===== src/i2cmbe_pkg.sv =====
`timescale 1ns / 1ps
// ----------------------------------------------------------------------------
// i2cmbe_pkg
// Shared types, codes and helpers for the I2C master bit engine.
// ----------------------------------------------------------------------------
package i2cmbe_pkg;

  localparam int unsigned TickW   = 8;
  localparam int unsigned ByteW   = 8;
  localparam int unsigned ActW    = 3;
  localparam int unsigned BitCntW = 4;
  localparam int unsigned CfgIdxW = 2;

  // command codes
  localparam logic [ActW-1:0] ACT_TICK  = 3'd0;
  localparam logic [ActW-1:0] ACT_START = 3'd1;
  localparam logic [ActW-1:0] ACT_STOP  = 3'd2;
  localparam logic [ActW-1:0] ACT_WRITE = 3'd3;
  localparam logic [ActW-1:0] ACT_READ  = 3'd4;

  // register indexes
  localparam logic [CfgIdxW-1:0] CFG_SETUP  = 2'd0;
  localparam logic [CfgIdxW-1:0] CFG_SETTLE = 2'd1;
  localparam logic [CfgIdxW-1:0] CFG_HALF   = 2'd2;

  // register reset values
  localparam logic [TickW-1:0] SETUP_RST  = 8'd3;
  localparam logic [TickW-1:0] SETTLE_RST = 8'd2;
  localparam logic [TickW-1:0] HALF_RST   = 8'd5;

  localparam logic [BitCntW-1:0] DATA_BITS = 4'd8;
  localparam logic [BitCntW-1:0] SLOT_BITS = 4'd9;

  typedef enum logic [3:0] {
    PH_IDLE,
    PH_START_A,
    PH_START_B,
    PH_START_C,
    PH_STOP_A,
    PH_STOP_B,
    PH_STOP_C,
    PH_W_SETUP,
    PH_W_SETTLE,
    PH_W_HIGH,
    PH_R_SETUP,
    PH_R_SETTLE,
    PH_R_HIGH
  } phase_t;

  typedef struct packed {
    logic [TickW-1:0] setup_ticks;
    logic [TickW-1:0] data_settle_ticks;
    logic [TickW-1:0] half_period_ticks;
  } cfg_t;

  typedef struct packed {
    logic [ActW-1:0]  action;
    logic [ByteW-1:0] data_byte;
    logic             send_ack;
    logic             sda_in;
  } cmd_t;

  typedef struct packed {
    logic             scl_out;
    logic             sda_out;
    logic             busy_res;
    logic             done_res;
    logic [ByteW-1:0] read_byte;
    logic             ack_received;
  } res_t;

  // length of a phase in ticks; a zero register acts as one tick
  function automatic logic [TickW-1:0] phase_len(phase_t ph, cfg_t cfg);
    logic [TickW-1:0] len;
    case (ph)
      PH_W_SETUP, PH_R_SETUP:   len = cfg.setup_ticks;
      PH_W_SETTLE, PH_R_SETTLE: len = cfg.data_settle_ticks;
      default:                  len = cfg.half_period_ticks;
    endcase
    if (len == '0) begin
      len = {{(TickW-1){1'b0}}, 1'b1};
    end
    return len;
  endfunction

endpackage


===== src/i2cmbe_if.sv =====
`timescale 1ns / 1ps
// ----------------------------------------------------------------------------
// i2cmbe_if
// Valid/ready channels of the I2C master bit engine: tick/command beats,
// result beats and register writes.
// ----------------------------------------------------------------------------
interface i2cmbe_cmd_if;
  import i2cmbe_pkg::*;
  logic             valid;
  logic             ready;
  logic [ActW-1:0]  action;
  logic [ByteW-1:0] data_byte;
  logic             send_ack;
  logic             sda_in;

  modport source (output valid, action, data_byte, send_ack, sda_in, input ready);
  modport sink   (input valid, action, data_byte, send_ack, sda_in, output ready);
endinterface

interface i2cmbe_res_if;
  import i2cmbe_pkg::*;
  logic             valid;
  logic             ready;
  logic             scl_out;
  logic             sda_out;
  logic             busy_res;
  logic             done_res;
  logic [ByteW-1:0] read_byte;
  logic             ack_received;

  modport source (output valid, scl_out, sda_out, busy_res, done_res, read_byte,
                  ack_received, input ready);
  modport sink   (input valid, scl_out, sda_out, busy_res, done_res, read_byte,
                  ack_received, output ready);
endinterface

interface i2cmbe_cfg_if;
  import i2cmbe_pkg::*;
  logic               valid;
  logic               ready;
  logic [CfgIdxW-1:0] index;
  logic [TickW-1:0]   data;

  modport source (output valid, index, data, input ready);
  modport sink   (input valid, index, data, output ready);
endinterface


===== src/i2c_master_bit_engine.sv =====
`timescale 1ns / 1ps
// A result beat is valid in the cycle after its tick beat is accepted.
// Throughput: one tick beat per cycle under a ready sink; the sequencer
//   update and result register sit in one pass, so the latter sets the rate.
// Reset (rst, synchronous, active high): bus lines released, sequencer idle,
//   result register empty, timing registers back to 3 / 2 / 5 ticks.
// ----------------------------------------------------------------------------
// i2c_master_bit_engine
// I2C master bit engine: each beat on cmd is one bus tick carrying an
// optional start, stop, write-byte or read-byte command and the sampled SDA.
// Each tick yields one result beat with the SCL/SDA drive levels and status.
// ----------------------------------------------------------------------------
module i2c_master_bit_engine (
  input  logic          clk,
  input  logic          rst,
  i2cmbe_cmd_if.sink    cmd,
  i2cmbe_res_if.source  res,
  i2cmbe_cfg_if.sink    cfg
);
  import i2cmbe_pkg::*;

  cfg_t regs;
  cmd_t cmd_beat;
  res_t res_next;
  logic step;

  // Timing registers. A new length applies from the next tick; a phase in
  // flight ends once its count reaches the current length.
  i2cmbe_cfg_regs u_cfg_regs (
    .clk  (clk),
    .rst  (rst),
    .cfg  (cfg),
    .regs (regs)
  );

  assign cmd_beat.action    = cmd.action;
  assign cmd_beat.data_byte = cmd.data_byte;
  assign cmd_beat.send_ack  = cmd.send_ack;
  assign cmd_beat.sda_in    = cmd.sda_in;

  // A tick advances the sequencer only on the cycle its beat is taken.
  assign step = cmd.valid & cmd.ready;

  // Phase machine: start/stop holds and the nine-slot write/read bit cycles.
  i2cmbe_seq u_seq (
    .clk      (clk),
    .rst      (rst),
    .step     (step),
    .cmd_beat (cmd_beat),
    .cfg      (regs),
    .res_next (res_next)
  );

  // Result register: takes a new beat while the previous one drains, so
  // ticks keep flowing at one per cycle under a ready sink.
  i2cmbe_out_reg u_out_reg (
    .clk        (clk),
    .rst        (rst),
    .load_valid (cmd.valid),
    .load_ready (cmd.ready),
    .load_data  (res_next),
    .res        (res)
  );

`ifndef NO_ASSERTIONS
  // every accepted tick shows up as a result beat on the next cycle
  a_tick_to_result: assert property (@(posedge clk) disable iff (rst)
    (cmd.valid && cmd.ready) |=> res.valid)
    else $error("accepted tick produced no result beat");

  // an empty result register never stalls the tick channel
  a_no_false_stall: assert property (@(posedge clk) disable iff (rst)
    !res.valid |-> cmd.ready)
    else $error("tick channel stalled with empty result register");

  // completion only ever ends a busy sequence
  a_done_busy: assert property (@(posedge clk) disable iff (rst)
    (res.valid && res.done_res) |-> res.busy_res)
    else $error("done without busy");

  // received byte and ack flag are only reported on a done beat
  a_status_on_done: assert property (@(posedge clk) disable iff (rst)
    (res.valid && !res.done_res) |-> (res.read_byte == '0 && !res.ack_received))
    else $error("read data or ack reported outside a done beat");
`endif

endmodule


===== src/i2cmbe_cfg_regs.sv =====
`timescale 1ns / 1ps
// ----------------------------------------------------------------------------
// i2cmbe_cfg_regs
// Timing registers: setup, data settle and half period tick counts.
// ----------------------------------------------------------------------------
module i2cmbe_cfg_regs (
  input  logic              clk,
  input  logic              rst,
  i2cmbe_cfg_if.sink        cfg,
  output i2cmbe_pkg::cfg_t  regs
);
  import i2cmbe_pkg::*;

  assign cfg.ready = 1'b1;

  always_ff @(posedge clk) begin
    if (rst) begin
      regs.setup_ticks       <= SETUP_RST;
      regs.data_settle_ticks <= SETTLE_RST;
      regs.half_period_ticks <= HALF_RST;
    end else if (cfg.valid && cfg.ready) begin
      unique case (cfg.index)
        CFG_SETUP:  regs.setup_ticks       <= cfg.data;
        CFG_SETTLE: regs.data_settle_ticks <= cfg.data;
        CFG_HALF:   regs.half_period_ticks <= cfg.data;
        default: ;  // unmapped index, write dropped
      endcase
    end
  end

endmodule


===== src/i2cmbe_seq.sv =====
`timescale 1ns / 1ps
// ----------------------------------------------------------------------------
// i2cmbe_seq
// Bit sequencer: advances the phase machine by one tick per accepted beat
// and forms that tick's result.
// ----------------------------------------------------------------------------
module i2cmbe_seq (
  input  logic              clk,
  input  logic              rst,
  input  logic              step,
  input  i2cmbe_pkg::cmd_t  cmd_beat,
  input  i2cmbe_pkg::cfg_t  cfg,
  output i2cmbe_pkg::res_t  res_next
);
  import i2cmbe_pkg::*;

  phase_t             phase, phase_next, ph_e;
  logic [TickW-1:0]   tick_count, tick_count_next, tc_e, tc_inc;
  logic [BitCntW-1:0] bit_count, bit_count_next, bc_e, bc_inc;
  logic [ByteW-1:0]   shift_reg, shift_reg_next, sr_e;
  logic               scl_level, scl_level_next, scl_e;
  logic               sda_level, sda_level_next, sda_e;
  logic               ack_flag, ack_flag_next, ackf_e;
  logic               ack_choice, ack_choice_next, ackc_e;
  logic               launch, phase_end;

  assign launch = (phase == PH_IDLE) &&
                  (cmd_beat.action == ACT_START || cmd_beat.action == ACT_STOP ||
                   cmd_beat.action == ACT_WRITE || cmd_beat.action == ACT_READ);

  // state as seen after a command is taken on an idle tick
  always_comb begin
    ph_e   = phase;
    tc_e   = tick_count;
    bc_e   = bit_count;
    sr_e   = shift_reg;
    scl_e  = scl_level;
    sda_e  = sda_level;
    ackf_e = ack_flag;
    ackc_e = ack_choice;
    if (launch) begin
      tc_e  = '0;
      scl_e = 1'b0;
      case (cmd_beat.action) inside
        ACT_START: ph_e = PH_START_A;
        ACT_STOP:  ph_e = PH_STOP_A;
        ACT_WRITE: begin
          sr_e   = cmd_beat.data_byte;
          bc_e   = '0;
          ackf_e = 1'b0;
          ph_e   = PH_W_SETUP;
        end
        default: begin
          sda_e  = 1'b1;
          sr_e   = '0;
          bc_e   = '0;
          ackc_e = cmd_beat.send_ack;
          ph_e   = PH_R_SETUP;
        end
      endcase
    end
  end

  assign tc_inc    = tc_e + 1'b1;
  assign bc_inc    = bc_e + 1'b1;
  assign phase_end = (ph_e != PH_IDLE) && (tc_inc >= phase_len(ph_e, cfg));

  // next phase
  always_comb begin
    phase_next = ph_e;
    if (phase_end) begin
      unique case (ph_e)
        PH_START_A:  phase_next = PH_START_B;
        PH_START_B:  phase_next = PH_START_C;
        PH_START_C:  phase_next = PH_IDLE;
        PH_STOP_A:   phase_next = PH_STOP_B;
        PH_STOP_B:   phase_next = PH_STOP_C;
        PH_STOP_C:   phase_next = PH_IDLE;
        PH_W_SETUP:  phase_next = PH_W_SETTLE;
        PH_W_SETTLE: phase_next = PH_W_HIGH;
        PH_W_HIGH:   phase_next = (bc_inc >= SLOT_BITS) ? PH_IDLE : PH_W_SETUP;
        PH_R_SETUP:  phase_next = PH_R_SETTLE;
        PH_R_SETTLE: phase_next = PH_R_HIGH;
        PH_R_HIGH:   phase_next = (bc_inc >= SLOT_BITS) ? PH_IDLE : PH_R_SETUP;
        default:     phase_next = PH_IDLE;
      endcase
    end
  end

  // datapath and result
  always_comb begin
    tick_count_next = tc_e;
    bit_count_next  = bc_e;
    shift_reg_next  = sr_e;
    scl_level_next  = scl_e;
    sda_level_next  = sda_e;
    ack_flag_next   = ackf_e;
    ack_choice_next = ackc_e;
    res_next          = '0;
    res_next.scl_out  = scl_e;
    res_next.sda_out  = sda_e;
    res_next.busy_res = (ph_e != PH_IDLE);
    if (ph_e != PH_IDLE) begin
      tick_count_next = phase_end ? '0 : tc_inc;
    end
    if (phase_end) begin
      unique case (ph_e)
        PH_START_A, PH_STOP_B: begin
          scl_level_next = 1'b1;
          sda_level_next = 1'b1;
        end
        PH_START_B: sda_level_next = 1'b0;
        PH_START_C: begin
          scl_level_next    = 1'b0;
          res_next.done_res = 1'b1;
        end
        PH_STOP_A: begin
          scl_level_next = 1'b1;
          sda_level_next = 1'b0;
        end
        PH_STOP_C: res_next.done_res = 1'b1;
        PH_W_SETUP: begin
          if (bc_e < DATA_BITS) begin
            sda_level_next = sr_e[ByteW-1];
            shift_reg_next = {sr_e[ByteW-2:0], 1'b0};
          end
        end
        PH_W_SETTLE, PH_R_SETTLE: scl_level_next = 1'b1;
        PH_W_HIGH: begin
          if (bc_e >= DATA_BITS) begin
            ack_flag_next = ~cmd_beat.sda_in;
          end
          bit_count_next = bc_inc;
          scl_level_next = 1'b0;
          if (bc_inc >= SLOT_BITS) begin
            res_next.done_res     = 1'b1;
            res_next.ack_received = ack_flag_next;
          end else if (bc_inc == DATA_BITS) begin
            sda_level_next = 1'b1;  // release for the slave's ack
          end
        end
        PH_R_SETUP: begin
          if (bc_e >= DATA_BITS) begin
            sda_level_next = ~ackc_e;
          end
        end
        PH_R_HIGH: begin
          if (bc_e < DATA_BITS) begin
            shift_reg_next = {sr_e[ByteW-2:0], cmd_beat.sda_in};
          end
          bit_count_next = bc_inc;
          scl_level_next = 1'b0;
          if (bc_inc >= SLOT_BITS) begin
            res_next.done_res  = 1'b1;
            res_next.read_byte = shift_reg_next;
          end
        end
        default: ;
      endcase
    end
  end

  always_ff @(posedge clk) begin
    if (rst) begin
      phase      <= PH_IDLE;
      tick_count <= '0;
      bit_count  <= '0;
      shift_reg  <= '0;
      scl_level  <= 1'b1;
      sda_level  <= 1'b1;
      ack_flag   <= 1'b0;
      ack_choice <= 1'b0;
    end else if (step) begin
      phase      <= phase_next;
      tick_count <= tick_count_next;
      bit_count  <= bit_count_next;
      shift_reg  <= shift_reg_next;
      scl_level  <= scl_level_next;
      sda_level  <= sda_level_next;
      ack_flag   <= ack_flag_next;
      ack_choice <= ack_choice_next;
    end
  end

endmodule


===== src/i2cmbe_out_reg.sv =====
`timescale 1ns / 1ps
// ----------------------------------------------------------------------------
// i2cmbe_out_reg
// Result register with valid/ready; loads whenever empty or being drained.
// ----------------------------------------------------------------------------
module i2cmbe_out_reg (
  input  logic              clk,
  input  logic              rst,
  input  logic              load_valid,
  output logic              load_ready,
  input  i2cmbe_pkg::res_t  load_data,
  i2cmbe_res_if.source      res
);
  import i2cmbe_pkg::*;

  res_t held;

  assign load_ready = ~res.valid | res.ready;

  always_ff @(posedge clk) begin
    if (rst) begin
      res.valid <= 1'b0;
    end else if (load_ready) begin
      res.valid <= load_valid;
    end
  end

  always_ff @(posedge clk) begin
    if (load_valid && load_ready) begin
      held <= load_data;
    end
  end

  assign res.scl_out      = held.scl_out;
  assign res.sda_out      = held.sda_out;
  assign res.busy_res     = held.busy_res;
  assign res.done_res     = held.done_res;
  assign res.read_byte    = held.read_byte;
  assign res.ack_received = held.ack_received;

endmodule

===== src/flat_wrapper.sv =====
// flat-port wrapper written by rule: the top's interface ports become plain ports
module i2c_master_bit_engine_flat import i2cmbe_pkg::*;
  (clk, rst, cmd_valid, cmd_action, cmd_data_byte, cmd_send_ack, cmd_sda_in, cmd_ready, res_valid, res_scl_out, res_sda_out, res_busy_res, res_done_res, res_read_byte, res_ack_received, res_ready, cfg_valid, cfg_index, cfg_data, cfg_ready);
  i2cmbe_cmd_if cmd_i ();
  i2cmbe_res_if res_i ();
  i2cmbe_cfg_if cfg_i ();
  input  logic clk;
  input  logic rst;
  input wire logic [$bits(cmd_i.valid)-1:0] cmd_valid;
  input wire logic [$bits(cmd_i.action)-1:0] cmd_action;
  input wire logic [$bits(cmd_i.data_byte)-1:0] cmd_data_byte;
  input wire logic [$bits(cmd_i.send_ack)-1:0] cmd_send_ack;
  input wire logic [$bits(cmd_i.sda_in)-1:0] cmd_sda_in;
  output wire logic [$bits(cmd_i.ready)-1:0] cmd_ready;
  output wire logic [$bits(res_i.valid)-1:0] res_valid;
  output wire logic [$bits(res_i.scl_out)-1:0] res_scl_out;
  output wire logic [$bits(res_i.sda_out)-1:0] res_sda_out;
  output wire logic [$bits(res_i.busy_res)-1:0] res_busy_res;
  output wire logic [$bits(res_i.done_res)-1:0] res_done_res;
  output wire logic [$bits(res_i.read_byte)-1:0] res_read_byte;
  output wire logic [$bits(res_i.ack_received)-1:0] res_ack_received;
  input wire logic [$bits(res_i.ready)-1:0] res_ready;
  input wire logic [$bits(cfg_i.valid)-1:0] cfg_valid;
  input wire logic [$bits(cfg_i.index)-1:0] cfg_index;
  input wire logic [$bits(cfg_i.data)-1:0] cfg_data;
  output wire logic [$bits(cfg_i.ready)-1:0] cfg_ready;
  assign cmd_i.valid = cmd_valid;
  assign cmd_i.action = cmd_action;
  assign cmd_i.data_byte = cmd_data_byte;
  assign cmd_i.send_ack = cmd_send_ack;
  assign cmd_i.sda_in = cmd_sda_in;
  assign cmd_ready = cmd_i.ready;
  assign res_valid = res_i.valid;
  assign res_scl_out = res_i.scl_out;
  assign res_sda_out = res_i.sda_out;
  assign res_busy_res = res_i.busy_res;
  assign res_done_res = res_i.done_res;
  assign res_read_byte = res_i.read_byte;
  assign res_ack_received = res_i.ack_received;
  assign res_i.ready = res_ready;
  assign cfg_i.valid = cfg_valid;
  assign cfg_i.index = cfg_index;
  assign cfg_i.data = cfg_data;
  assign cfg_ready = cfg_i.ready;
  i2c_master_bit_engine u_core (.clk(clk), .rst(rst), .cmd(cmd_i), .res(res_i), .cfg(cfg_i));
endmodule

===== config.mk =====
export PLATFORM = sky130hd
export DESIGN_NAME = i2c_master_bit_engine_flat
export DESIGN_NICKNAME = d
export VERILOG_FILES = /design/src/i2cmbe_pkg.sv /design/src/i2cmbe_if.sv /design/src/i2c_master_bit_engine.sv /design/src/i2cmbe_cfg_regs.sv /design/src/i2cmbe_seq.sv /design/src/i2cmbe_out_reg.sv /design/src/flat_wrapper.sv
export SDC_FILE = /design/constraint.sdc
export NUM_CORES = 1
export LEC_CHECK = 0
export BUFFER_PORTS_ARGS = -buffer_cell sky130_fd_sc_hd__clkbuf_2
export CELL_PAD_IN_SITES_DETAIL_PLACEMENT = 1
export CELL_PAD_IN_SITES_GLOBAL_PLACEMENT = 1
export CORE_UTILIZATION = 45
export CTS_BUF_LIST = sky130_fd_sc_hd__clkbuf_16
export CTS_CLUSTER_SIZE = 20
export DETAILED_ROUTE_END_ITERATION = 10
export HOLD_SLACK_MARGIN = 0.03
export PLACE_DENSITY_LB_ADDON = 0.1
export SYNTH_ARGS = -nofsm -noshare
export SYNTH_HDL_FRONTEND = slang
export SYNTH_SLANG_ARGS = --single-unit

===== constraint.sdc =====
create_clock -name clk -period 9.6 [get_ports clk]
set_input_delay 1.44 -clock clk [delete_from_list [all_inputs] [get_ports clk]]
set_output_delay 1.44 -clock clk [all_outputs]
set_load 0.05 [all_outputs]

==> impl_metrics.json, run 1 <==
{
  "fin_skew_ps": 6.88,
  "max_cap_viol_count": 0,
  "layout_setup_ws_ps": 4030,
  "firstDrtPassIters": 7,
  "initialDrtViolationCount": 117,
  "vias": 3615,
  "pwr-share-comb_pct": 18.6,
  "layout_commonest_cell": "nor2_1",
  "rows": 34,
  "seq_area_mm2": 0.00145,
  "cp-endpoint": "u_core.u_seq.shift_reg[0]",
  "die_area_mm2": 0.00928,
  "synth-edff-count": 13,
  "startpoint_type": "input port",
  "via_per_inst": 5.89,
  "switching_share_pct": 31.2,
  "cellInternalPower_mw": 0.532,
  "clock_path_buffers": 2,
  "core-area_mm2": 0.00868,
  "wire_per_inst_um": 18.0,
  "p_clk_share_pct": 41.5,
  "worstSetupEndpointType": "flip-flop",
  "gp_congestion": 0.896,
  "slew-limit-headroom_pct": 40.5,
  "p_per_area_mw_per_mm2": 171,
  "die_h_um": 96.4,
  "fin_setup_tns_ps": 0,
  "start_util_pct": 46.2,
  "drt_wl_total_um": 11000,
  "synth.net_count": 518,
  "fin_crit_ps": 5570,
  "port_buffers": 42,
  "power.leakage_nw": 1.77,
  "multiInputGateArea_mm2": 0.00233,
  "reg2reg_depth": 14,
  "reg2reg_slack_ps": 4510,
  "grt-ovfl-total": 0,
  "drcViolationCount": 1,
  "async_flop_share_pct": 0,
  "clk_pin_slew_ps": 60,
  "cts-buffers-inserted": 9,
  "htreeDepth": 3,
  "max_slew.worst_pin.slew_ps": 891,
  "p_switching_mw": 0.241,
  "grt_usage_pct": 25.5,
  "synth_area_leader_cell": "dfxtp_1",
  "worstSetupPathType": "in -> reg",
  "slowest_delay_ps": 800,
  "cts_resized": 0,
  "fmax_mhz": 180,
  "cts_hold_buf": 0,
  "seq_power_share_pct": 39.9,
  "regToRegEndpoint": "u_core.u_seq.shift_reg[0]",
  "peakVddDrop_mv": 0.0830,
  "period_share_pct": 58.0,
  "synthTopCellsByArea": "dfxtp_1, edfxtp_1, nor2_1, mux2i_1, ha_1",
  "worst_path_max_delay_cell": "nor3_2",
  "fill_cells": 1071,
  "antenna_left": 0,
  "rsz0062_at_grt": "false",
  "final_cell_mix": "nor2_1, dfxtp_1, clkbuf_2, nand2_1, a21oi_1",
  "hold_path_class": "reg -> reg",
  "cts_tree": "built",
  "cp_max_fo": 16,
  "grt_max_degree": 56,
  "dpl.hpwl_um": 7930,
  "top_register": "u_core.u_cfg_regs.regs",
  "status": "finished with violations",
  "ys_warn_count": 0,
  "syn_to_final_growth_pct": 12.8,
  "root_buffer": "clkbuf_16",
  "finalMaxSlewViolations": 0,
  "critPathRequiredTime_ps": 9790,
  "syn_area_per_cell_um2": 8.38,
  "antenna_found_initial": 0,
  "syn_inst": 478,
  "hold_viol": 0,
  "yosysUniqueCellTypes": 72,
  "crit_arrival_ps": 5750,
  "die_x_um": 96.4,
  "clkLatencyLatePin_ps": 330,
  "grt_pass1_vias": 3583,
  "final_net_count": 541,
  "violations": "DRC",
  "path_cells": "clkbuf_2 -> nor3b_4 -> a21oi_1 -> o31ai_4 -> nor2b_2 -> a221oi_2 -> nand4_1 -> o21ai_1 -> ha_1 -> nand2b_1 -> a211oi_1 -> o21ai_1 -> nand2_1 -> nor3_2 -> o32a_1 -> a211oi_1",
  "cts_setup_buffers": 0,
  "grt_first_pass_wirelength_um": 18000,
  "setup_violations": 0,
  "synth_ff_type": "dfxtp_1",
  "whs_path_depth": 2,
  "power_mw": 0.773,
  "critPathLaunch": "cmd_action[1]",
  "io_pins": 44,
  "cts_sinks": 66,
  "drive_gt1_share_pct": 15.8,
  "syn_area_mm2": 0.00401,
  "yosysSeqAreaShare_pct": 36.2,
  "r2r_start": "u_core.u_seq.phase[3]",
  "dp_worst_setup_slack_ps": 3750,
  "diodes": 0,
  "yosysTopAreaCellShare_pct": 26.5,
  "largest_reg_flops": 24,
  "ys_ff_latch": 66
}
-- through the flow --
stage / std cells / hold WS, ps / util [%] / area, µm²
2_1_floorplan: 478 / 427 / - / 4010
3_3_place_gp: 598 / 441 / 48.7 / 4230
3_5_place_dp: 598 / 460 / 48.7 / 4230
4_1_cts: 614 / 472 / 52.1 / 4520
5_1_grt: 614 / 488 / 52.1 / 4520
6_report: 614 / 471 / 52.1 / 4520
-- critical path, delay by kind of cell --
kind                       cells  cell delay (ps)
AOI/OAI and AO/OA              8             2000
and+or+nand+nor                6             1990
buffers and inverters          1              180
adders and majority gates      1              130
-- final cells by class --
type	instances	area share, %
inverter	21	1.74
clock buffer	10	5.54
clock inverter	6	0.858
tap	108	2.99
sequential	66	32.1
multi-input combinational	358	51.6
timing repair buffer	45	5.15
-- cells by family after synthesis --
| family | synth area share [%] |
|---|---|
| AO/OA/AOI/OAI | 22.5 |
| other | 0.0936 |
| AND/OR/NAND/NOR | 24.6 |
| adder cells (fa/ha/maj) | 3.75 |
| multiplexers | 5.00 |
| buffers and inverters | 5.59 |
| flip-flops | 36.2 |
| XOR/XNOR | 2.19 |
-- per-layer routing --
metal	track usage [%]	vias up	routed length [µm]
met4	8.70	0	231
met5	0	-	0
met3	3.08	18	234
li1	-	1766	-
met1	29.7	1764	4770
met2	47.5	67	5790
-- worst min path at each step --
stage,startpoint,endpoint
after CTS,u_core.u_seq.ack_flag,u_core.u_seq.ack_flag
after global placement,u_core.u_seq.ack_flag,u_core.u_seq.ack_flag
after floorplan,u_core.u_seq.ack_flag,u_core.u_seq.ack_flag
final,u_core.u_seq.ack_flag,u_core.u_seq.ack_flag
after global routing,u_core.u_seq.ack_choice,u_core.u_seq.ack_choice
after detailed placement,u_core.u_seq.ack_flag,u_core.u_seq.ack_flag
-- power groups by stage --
| stage | clock network, mW | logic (mW) | registers [mW] |
|---|---|---|---|
| 2_1_floorplan | 0 | 0.102 | 0.318 |
| 3_3_place_gp | 0 | 0.139 | 0.313 |
| 3_5_place_dp | 0 | 0.143 | 0.314 |
| 4_1_cts | 0.325 | 0.145 | 0.308 |
| 5_1_grt | 0.338 | 0.158 | 0.310 |
| 6_report | 0.321 | 0.144 | 0.308 |
-- Yosys cell counts (10+ instances only) --
cell and count:
a211oi_1 10, a21oi_1 27, a22oi_1 10, clkbuf_1 22
dfxtp_1 53, edfxtp_1 13, ha_1 12, inv_1 20
mux2i_1 20, nand2_1 34, nand3_1 19, nand3b_1 10
nor2_1 74, o21ai_0 17
Power figures use the tool's default switching activity.
==> run 2, diff against run 1 <==
CORE_UTILIZATION = 40   (was 45)
clock period = 4.7 ns   (was 9.6 ns; I/O delays follow)
==> run 2 against run 1 <==
  * The flow now finishes without violations
  * Worst hold slack lost 14 ps
  * Core utilization shrank 4.2 points
  * Flip-flop and latch count is the same
  * Clock-buffer cell count shrank 1
  * Via count grew 2.2%
  * Clock skew grew 2.9 ps
  * Non-clock buffer count grew 9
  * Critical endpoint unchanged
  * Highest routed layer unchanged
==> impl_metrics.json, run 2 (synthesis results as in run 1) <==
{
  "p_per_area_mw_per_mm2": 359,
  "start_util_pct": 41.2,
  "largest_reg_flops": 24,
  "initialDrtViolationCount": 126,
  "antenna_left": 0,
  "wire_per_inst_um": 17.5,
  "grt_usage_pct": 23.1,
  "grt_first_pass_wirelength_um": 18400,
  "fin_setup_tns_ps": 0,
  "critPathRequiredTime_ps": 4890,
  "startpoint_type": "flip-flop",
  "port_buffers": 42,
  "worstSetupPathType": "reg -> reg",
  "max_cap_viol_count": 0,
  "antenna_found_initial": 0,
  "core-area_mm2": 0.00973,
  "final_cell_mix": "nor2_1, dfxtp_1, clkbuf_2, nand2_1, a21oi_1",
  "drive_gt1_share_pct": 17.5,
  "grt-ovfl-total": 0,
  "layout_commonest_cell": "nor2_1",
  "firstDrtPassIters": 4,
  "period_share_pct": 92.2,
  "clkLatencyLatePin_ps": 340,
  "grt_pass1_vias": 3692,
  "die_h_um": 102,
  "dp_cells": 632,
  "drcViolationCount": 0,
  "hold_path_class": "reg -> reg",
  "clock_path_buffers": 2,
  "via_per_inst": 5.70,
  "cts-buffers-inserted": 9,
  "status": "finished, final reports clean",
  "dpl.hpwl_um": 8260,
  "final_net_count": 550,
  "worstSetupEndpointType": "flip-flop",
  "top_register": "u_core.u_cfg_regs.regs",
  "gp_congestion": 0.880,
  "hold_viol": 0,
  "cts_tree": "built",
  "fin_skew_ps": 9.79,
  "die_x_um": 102,
  "peakVddDrop_mv": 0.216,
  "root_buffer": "clkbuf_16",
  "grt_max_degree": 34,
  "cts_setup_buffers": 0,
  "fin_crit_ps": 4330,
  "crit_arrival_ps": 4530,
  "setup_violations": 0,
  "cts_resized": 0,
  "final_cell_count_no_fill": 648,
  "htreeDepth": 3,
  "power.leakage_nw": 1.83,
  "rows": 36,
  "cp_max_fo": 15,
  "syn_to_final_growth_pct": 16.1,
  "rsz0062_at_grt": "false",
  "finalMaxSlewViolations": 0,
  "clk_pin_slew_ps": 60,
  "slew-limit-headroom_pct": 45.3,
  "fmax_mhz": 231,
  "drt_wl_total_um": 11300,
  "io_pins": 44,
  "diodes": 0,
  "cts_hold_buf": 0,
  "cts_sinks": 66,
  "die_area_mm2": 0.0104,
  "max_slew.worst_pin.slew_ps": 817,
  "vias": 3695
}
run 2: worst paths after layout:
| check | from | to | slack, ps | depth (start not counted) |
|---|---|---|---|---|
| max reg2reg | u_core.u_seq.phase[0] | u_core.u_seq.shift_reg[0] | 370 | 14 |
| min reg2reg | u_core.u_seq.ack_flag | u_core.u_seq.ack_flag | 460 | 2 |
| max | u_core.u_seq.phase[0] | u_core.u_seq.shift_reg[0] | 370 | 14 |
| min | u_core.u_seq.ack_flag | u_core.u_seq.ack_flag | 460 | 2 |
run 2: critical path: stages (launching register included):
cell and delay, ps:
dfxtp_1 420, or4_1 700, o32a_1 260, o31ai_4 80, nor2b_4 130, a221oi_1 400
o21ai_1 130, ha_1 310, nand2b_1 120, a211oi_1 70, o21ai_1 200, nand2_1 270
nor3_2 740, o32a_1 280, a211oi_1 60
run 2: cell type report:
type | instances | area [µm²]
tap | 133 | 166
fill | 1191 | 5080
timing repair buffer | 54 | 300
clock buffer | 9 | 225
multi-input combinational | 358 | 2340
inverter | 21 | 78.8
sequential | 66 | 1450
clock inverter | 7 | 93.8
run 2: metal layers:
layer / vias up / GRT usage, % / part of all wire (%)
met2: 60 / 41.1 / 51
met5: - / 0 / 0
li1: 1788 / - / -
met1: 1833 / 27.7 / 44
met3: 14 / 3.08 / 3.1
met4: 0 / 9.89 / 1.5
run 2: through the flow:
step / power, mW / util (%) / instance area (µm²) / setup WS, ps / hold WS, ps
2_1_floorplan: 0.857 / - / 4010 / 436 / 427
3_3_place_gp: 0.945 / 44.5 / 4330 / 201 / 442
3_5_place_dp: 0.951 / 44.5 / 4330 / 34.0 / 449
4_1_cts: 1.68 / 47.8 / 4650 / 308 / 458
5_1_grt: 1.74 / 47.8 / 4650 / 105 / 477
6_report: 1.67 / 47.8 / 4650 / 367 / 457
run 2: power by group:
part / internal, mW / switching [mW] / total (mW)
clock: 0.464 / 0.265 / 0.729
combinational: 0.108 / 0.213 / 0.321
sequential: 0.601 / 0.0195 / 0.621
total: 1.17 / 0.498 / 1.67
